<file path="src/design/pst_pkg.sv">
package pst_pkg;

  localparam int unsigned MODE_W  = 2;
  localparam int unsigned USED_W  = 9;
  localparam int unsigned EVICT_W = 32;

  typedef enum logic [MODE_W-1:0] {
    MODE_UPDATE = 2'd0,
    MODE_LOOKUP = 2'd1,
    MODE_WRITE  = 2'd2
  } pst_mode_e;

  typedef struct packed {
    logic lookup;
    logic commit;
    logic write;
    logic touch;
    logic hit;
    logic full;
  } pst_ctrl_t;

endpackage

</file>
<file path="src/design/pst_cell.sv">
module pst_cell #(
  parameter int unsigned IDX         = 0,
  parameter int unsigned ENTRIES     = 256,
  parameter int unsigned TAG_BITS    = 20,
  parameter int unsigned SIG_BITS    = 12,
  parameter int unsigned OFFSET_BITS = 6,
  parameter int unsigned AGE_W       = 8,
  parameter int unsigned CNT_W       = 9
) (
  input  logic                                    clk_i,
  input  logic                                    rst_ni,
  input  pst_pkg::pst_ctrl_t                      ctrl_i,
  input  logic [TAG_BITS-1:0]                     tag_i,
  input  logic [SIG_BITS-1:0]                     sig_i,
  input  logic [OFFSET_BITS-1:0]                  off_i,
  input  logic [AGE_W-1:0]                        age_i,
  input  logic [CNT_W-1:0]                        cnt_i,
  output logic [SIG_BITS+OFFSET_BITS+AGE_W:0]     rd_o
);
  import pst_pkg::*;

  logic                   valid_q;
  logic [AGE_W-1:0]       age_q;
  logic                   match_q;
  logic                   sel_q;
  logic [TAG_BITS-1:0]    tag_q;
  logic [SIG_BITS-1:0]    sig_q;
  logic [OFFSET_BITS-1:0] off_q;
  logic                   tgt;
  logic                   wr_en;

  assign tgt   = match_q || (!ctrl_i.hit && sel_q);
  assign wr_en = ctrl_i.commit && ctrl_i.write && tgt;

  always_ff @(posedge clk_i or negedge rst_ni) begin
    if (!rst_ni) begin
      valid_q <= 1'b0;
      age_q   <= AGE_W'(ENTRIES - 1);
      match_q <= 1'b0;
      sel_q   <= 1'b0;
    end else begin
      if (ctrl_i.lookup) begin
        match_q <= valid_q && (tag_q == tag_i);
        sel_q   <= ctrl_i.full ? (age_q == AGE_W'(ENTRIES - 1)) : (cnt_i == CNT_W'(IDX));
      end
      if (wr_en) begin
        valid_q <= 1'b1;
      end
      if (ctrl_i.commit && ctrl_i.touch) begin
        if (tgt) begin
          age_q <= '0;
        end else if (age_q < age_i) begin
          age_q <= age_q + AGE_W'(1);
        end
      end
    end
  end

  always_ff @(posedge clk_i) begin
    if (wr_en) begin
      tag_q <= tag_i;
      sig_q <= sig_i;
      off_q <= off_i;
    end
  end

  assign rd_o = match_q ? {1'b1, sig_q, off_q, age_q} : '0;

endmodule

</file>
<file path="config.mk">
export PLATFORM = sky130hd
export DESIGN_NAME = pst_cell
export DESIGN_NICKNAME = d
export VERILOG_FILES = /design/src/design/pst_pkg.sv /design/src/design/pst_cell.sv
export SDC_FILE = /design/constraint.sdc
export NUM_CORES = 1
export LEC_CHECK = 0
export BUFFER_PORTS_ARGS = -buffer_cell sky130_fd_sc_hd__buf_2
export CORE_ASPECT_RATIO = 0.6
export CORE_MARGIN = 3
export CORE_UTILIZATION = 30
export DETAILED_ROUTE_END_ITERATION = 6
export GPL_ROUTABILITY_DRIVEN = 0
export HOLD_SLACK_MARGIN = 0.15
export PLACE_DENSITY = 0.54
export SLEW_MARGIN = 10
export SYNTH_ARGS = -nofsm -noshare
export SYNTH_HDL_FRONTEND = slang
export SYNTH_SLANG_ARGS = --single-unit
export TNS_END_PERCENT = 100
</file>
<file path="constraint.sdc">
create_clock -name clk_i -period 1.9 [get_ports clk_i]
set_input_delay 0.095 -clock clk_i [delete_from_list [all_inputs] [get_ports clk_i]]
set_output_delay 0.095 -clock clk_i [all_outputs]
set_load 0.01 [all_outputs]
</file>
---- After elaboration in Yosys (flattened, before gate mapping) ----
Index checks and enable logic that the tools add are counted.
operators by class
  add/subtract/negate cells ............... 1
  order comparisons ....................... 1
  eq/ne operators ......................... 2
  mux-type cells .......................... 4
  reduce and logical (&&, ||, !) cells .... 10
operators with widths
  operator                                                        number
  27-bit 2-to-1 mux                                               1
  20-bit == test                                                  1
  8-bit 2-to-1 mux                                                2
  9-bit logical NOT                                               1
  8-bit by 1-bit adder with 8-bit output (second input constant)  1
  8-bit == test (second input constant)                           1
  8-bit < comparator                                              1
  1-bit logical AND                                               5
  2-bit AND reduction                                             1
  2-bit nonzero test                                              1
  1-bit logical NOT                                               1
  1-bit logical OR                                                1
  1-bit 2-to-1 mux                                                1
word-level totals
  register bits ........................... 49
  input bits .............................. 63
  output and inout bits ................... 27
  word-level logic and storage cells ...... 25

---- Logic depth before layout (Yosys ltp) ----
  depth after elaboration ................. 5
  gate-level depth with buffers ........... 8
  mapped depth without buffers ............ 7

---- Least setup slack after synthesis ----
Ideal clock, no wire load.
  path kind ............................... register to register
  start ................................... register sel_q
  end ..................................... register off_q[0] (enable)
  library setup time ...................... 0.400 ns
  arrival ................................. 1.546 ns
  required time ........................... 1.500 ns
  setup slack ............................. -0.045 ns
  stages on the path, launching flop included .. 3
  buffers on the path ..................... 0
  clock period less this slack ............ 1.945 ns
  cells stage by stage .................... dfrtp_1 a21o_1 and3_1
on the way
  longest elaborated chain between the ends .. 3
RTL lines
  what                    RTL line        text
  from (decl)             pst_cell.sv:25  logic sel_q;
  from (signal assigned)  pst_cell.sv:44  sel_q <= ctrl_i.full ? (age_q == AGE_W'(ENTRIES - 1)) : (cnt_i == CNT_W'(IDX));
  1-bit logical AND       pst_cell.sv:32  assign tgt = match_q || (!ctrl_i.hit && sel_q);
  1-bit logical OR        pst_cell.sv:32
  1-bit logical AND       pst_cell.sv:33  assign wr_en = ctrl_i.commit && ctrl_i.write && tgt;
  named net wr_en         pst_cell.sv:30  logic wr_en;
  to (signal assigned)    pst_cell.sv:63  off_q <= off_i;
  to (decl)               pst_cell.sv:28  logic [OFFSET_BITS-1:0] off_q;
The timed path passes the listed nets, and every way through them passes these cells.
A chain may end at the register's enable or synchronous reset.

---- Worst setup path in the final report ----
  start ................................... register age_q[5]
  end ..................................... register age_q[0]
on the way
  longest elaborated chain between the ends .. 3
RTL lines
  what                           RTL line        text
  from (decl)                    pst_cell.sv:23  logic [AGE_W-1:0] age_q;
  from (signal assigned)         pst_cell.sv:38  age_q <= AGE_W'(ENTRIES - 1);
  from (signal assigned)         pst_cell.sv:53  age_q <= age_q + AGE_W'(1);
  8-bit < comparator             pst_cell.sv:52  end else if (age_q < age_i) begin
  2-bit nonzero test (no line)   n/a
  2-bit AND reduction (no line)  n/a
No other way between the ends.

==> results.sh <==
export IMPL_intPower_uw=2190
export IMPL_fin_crit_ns=1.83
export IMPL_ant_nets=0
export IMPL_finalMaxSlewViolations=0
export IMPL_coreArea_um2=7480
export IMPL_min_path_type="primary input to asynchronous set/reset pin"
export IMPL_root_buffer="clkbuf_16"
export IMPL_cts_htree_levels=2
export IMPL_path_cells="ha_1, a41oi_1, a21oi_1, a21oi_2, buf_12, o21bai_2, mux2_4"
export IMPL_p_per_area_nw_per_um2=793
export IMPL_yosysWarnings=0
export IMPL_setup_worst_path_end="age_q[0]$_DFFE_PN1P_"
export IMPL_critPathCaptureType="register"
export IMPL_reg2reg_from="age_q[5]$_DFFE_PN1P_"
export IMPL_nets=407
export IMPL_syn_area_um2=2390
export IMPL_cts_clk_slew_worst_paths_ns=0.06
export IMPL_r2r_slack_ns=0.07
export IMPL_ios=90
export IMPL_synth_top_family_by_area="simple AND/OR/NAND/NOR gates"
export IMPL_slew_limit_headroom_pct=65.9
export IMPL_place_inst=390
export IMPL_yosysUniqueCellTypes=39
export IMPL_grt_antenna_before_repair=0
export IMPL_arrival_ns=2.05
export IMPL_route_met2_wl_mm=2.44
export IMPL_drive_gt1_share_pct=36.2
export IMPL_grt_use_total_pct=13.4
export IMPL_drt_iter0_drc=99
export IMPL_layout_commonest_cell="buf_2"
export IMPL_cts_buffers=5
export IMPL_cap_viol_max_count=0
export IMPL_start_util_pct=31.9
export IMPL_topRoutingLayerUsed="met4"
export IMPL_worst_pin_slew_ns=0.511
export IMPL_viasPerCell=4.37
export IMPL_routed_wl_mm=5.95
export IMPL_fin_setup_tns_ns=0
export IMPL_grt_pass1_wl_mm=9.45
export IMPL_power_switching_uw=697
export IMPL_p_seq_share_pct=45.0
export IMPL_timing_fmax_mhz=545
export IMPL_crit_type="register to register"
export IMPL_routedWlPerCell_um=13.5
export IMPL_swShare_pct=24.2
export IMPL_dr_pass1_iters=4
export IMPL_drc=0
export IMPL_reg2reg_to="age_q[0]$_DFFE_PN1P_"
export IMPL_status="completed"
export IMPL_crit_slowest_cell="dfstp_2"
export IMPL_dr_total_vias=1926
export IMPL_cp_start_kind="register"
export IMPL_port_buffers=89
export IMPL_clock_path_buffers=2
export IMPL_worstRegToRegCells=7
export IMPL_async_reset_ff_share_pct=22.4
export IMPL_critPathMaxStageDelay_ns=0.54
export IMPL_ir_drop_mv=0.370
export IMPL_syn_inst=192
export IMPL_rows=24
export IMPL_holdWs_ns=0.216
export IMPL_grt_pass1_vias=1955
export IMPL_insertion_delay_ns=0.28
export IMPL_die_area_um2=9100
export IMPL_dpl_cell_area_um2=3040
export IMPL_synth_avg_cell_area_um2=12.4
export IMPL_clock_sinks=49
export IMPL_area_growth_pct=52.3
export IMPL_clock_power_share_pct=34.4
export IMPL_final_util_pct=48.6
export IMPL_synth_nets=263
export IMPL_hold_viol=0
export IMPL_finalCritPeriodShare_pct=96.5
export IMPL_final_design_area_no_fill_um2=3640
export IMPL_antenna_cells=0
export IMPL_fp_dieW_um=121
export IMPL_synth_mux_area_fraction_pct=0.629
export IMPL_mostFrequentLayoutCells="buf_2 (89), dlygate4sd3_1 (43), edfxtp_1 (38)"
export IMPL_synthAdderAreaFrac_pct=4.19
export IMPL_synth_compound_area_share_pct=6.76
export IMPL_cts_tree="built"
export IMPL_crit_fanout=14
export IMPL_hpwl_mm=4.21
export IMPL_synthSimpleGateAreaFrac_pct=18.3
export IMPL_ys_seq_area_share_pct=59.7
export IMPL_worstPathRequired_ns=2.11
export IMPL_clock_skew_ns=0.00334
export IMPL_synth_xor_area_share_pct=7.34
export IMPL_nFillCells=695
export IMPL_grt_overflow_total=0
export IMPL_critPathLaunch="age_q[5]$_DFFE_PN1P_"
export IMPL_met3_length_um=491
export IMPL_finalSetupViolations=0
export IMPL_die_y_um=75.1
export IMPL_power_frac_comb_pct=20.6
export IMPL_grt_max_degree=40
export IMPL_ys_ff_latch=49
export IMPL_post_layout_nonfiller_instances=441
export IMPL_ys_flop_type="edfxtp_1"
export IMPL_wl_met1_mm=2.97
export IMPL_synth_edf_count=38
export IMPL_p_leak_uw=0.00164
==> area by class of cell <==
cell class                      instances  area [um2]  area share, %
Clock buffer                            6         129           3.54
Clock inverter                          2        33.8          0.929
Inverter                               10        37.5           1.03
Multi-Input combinational cell        127         896           24.6
Sequential cell                        49        1430           39.2
Tap cell                              104         130           3.58
Timing Repair Buffer                  143         983           27.0
==> logic make-up (layout without fill, tap and decap cells) <==
logic type,Yosys count,after routing
XOR/XNOR,20,20
flip-flops,49,49
AO/OA/AOI/OAI,22,22
adder cells (fa/ha/maj),8,8
buffers and inverters,16,161
AND/OR/NAND/NOR,76,76
multiplexers,1,1
==> state kept, by name (all words and copies together), names as in the netlist <==
signal / cells
off_q: 6
valid_q: 1
sig_q: 12
age_q: 8
tag_q: 20
match_q: 1
sel_q: 1
==> worst min path at each step <==
stage / startpoint / endpoint / cells after the start / slack (ns)
6_report: rst_ni / sel_q$_DFFE_PN0P_ / 2 / 0.22
5_1_grt: rst_ni / sel_q$_DFFE_PN0P_ / 2 / 0.23
4_1_cts: rst_ni / sel_q$_DFFE_PN0P_ / 2 / 0.22
3_5_place_dp: rst_ni / sel_q$_DFFE_PN0P_ / 1 / -0.005
3_3_place_gp: rst_ni / sel_q$_DFFE_PN0P_ / 1 / -0.009
2_1_floorplan: rst_ni / match_q$_DFFE_PN0P_ / 0 / -0.20
==> metal layers <==
layer / global-route usage, % / vias to the layer above
met5: 0 / -
met4: 3.35 / 0
met3: 4.65 / 7
met2: 20.4 / 74
met1: 18.4 / 863
li1: - / 982
==> critical path: cells and delay by family, from the launching register on <==
kind | cells | cell delay, ns
AO/OA/AOI/OAI | 4 | 0.57
adder cells (fa/ha/maj) | 1 | 0.25
buffers and inverters | 1 | 0.15
flip-flops | 1 | 0.54
multiplexers | 1 | 0.26
==> synthesized netlist by cell type (3+ instances only) <==
master | n | area share, %
clkbuf_1 | 4 | 0.63
dfrtp_1 | 3 | 3.1
a21oi_1 | 4 | 0.84
nor3_1 | 4 | 0.84
nor4_1 | 6 | 1.6
nor2_1 | 6 | 0.94
and3_1 | 3 | 0.79
dfstp_2 | 8 | 8.8
edfxtp_1 | 38 | 48
xor2_1 | 19 | 7.0
inv_1 | 10 | 1.6
nand4_1 | 4 | 1.0
and2_1 | 27 | 7.1
nand2_1 | 11 | 1.7
a211o_1 | 3 | 1.1
nand3_1 | 7 | 1.5
ha_1 | 8 | 4.2
==> through the flow <==
step	worst slack (ns)	power, uW
after floorplan	0.113	1610
after global placement	0.0978	1830
after detailed placement	0.0906	1840
after CTS	0.0735	2920
after global routing	-0.000546	3030
final	0.0668	2880
==> repair_timing <==
action / CTS / global route
resized for setup: 0 / 1
hold buffers: 43 / 0
hold endpoints to repair: 51 / 0
buffers inserted: 0 / 0
endpoints found under the setup margin: 0 / 4
==> power by group through the flow <==
stage               clock network (uW)  logic (uW)  registers (uW)
finish                             992         594            1300
global route                      1060         666            1310
CTS                               1030         592            1300
detailed placement                   0         520            1320
global placement                     0         516            1320
floorplan                            0         287            1330
Note: power is estimated with default switching activity, not from simulation.
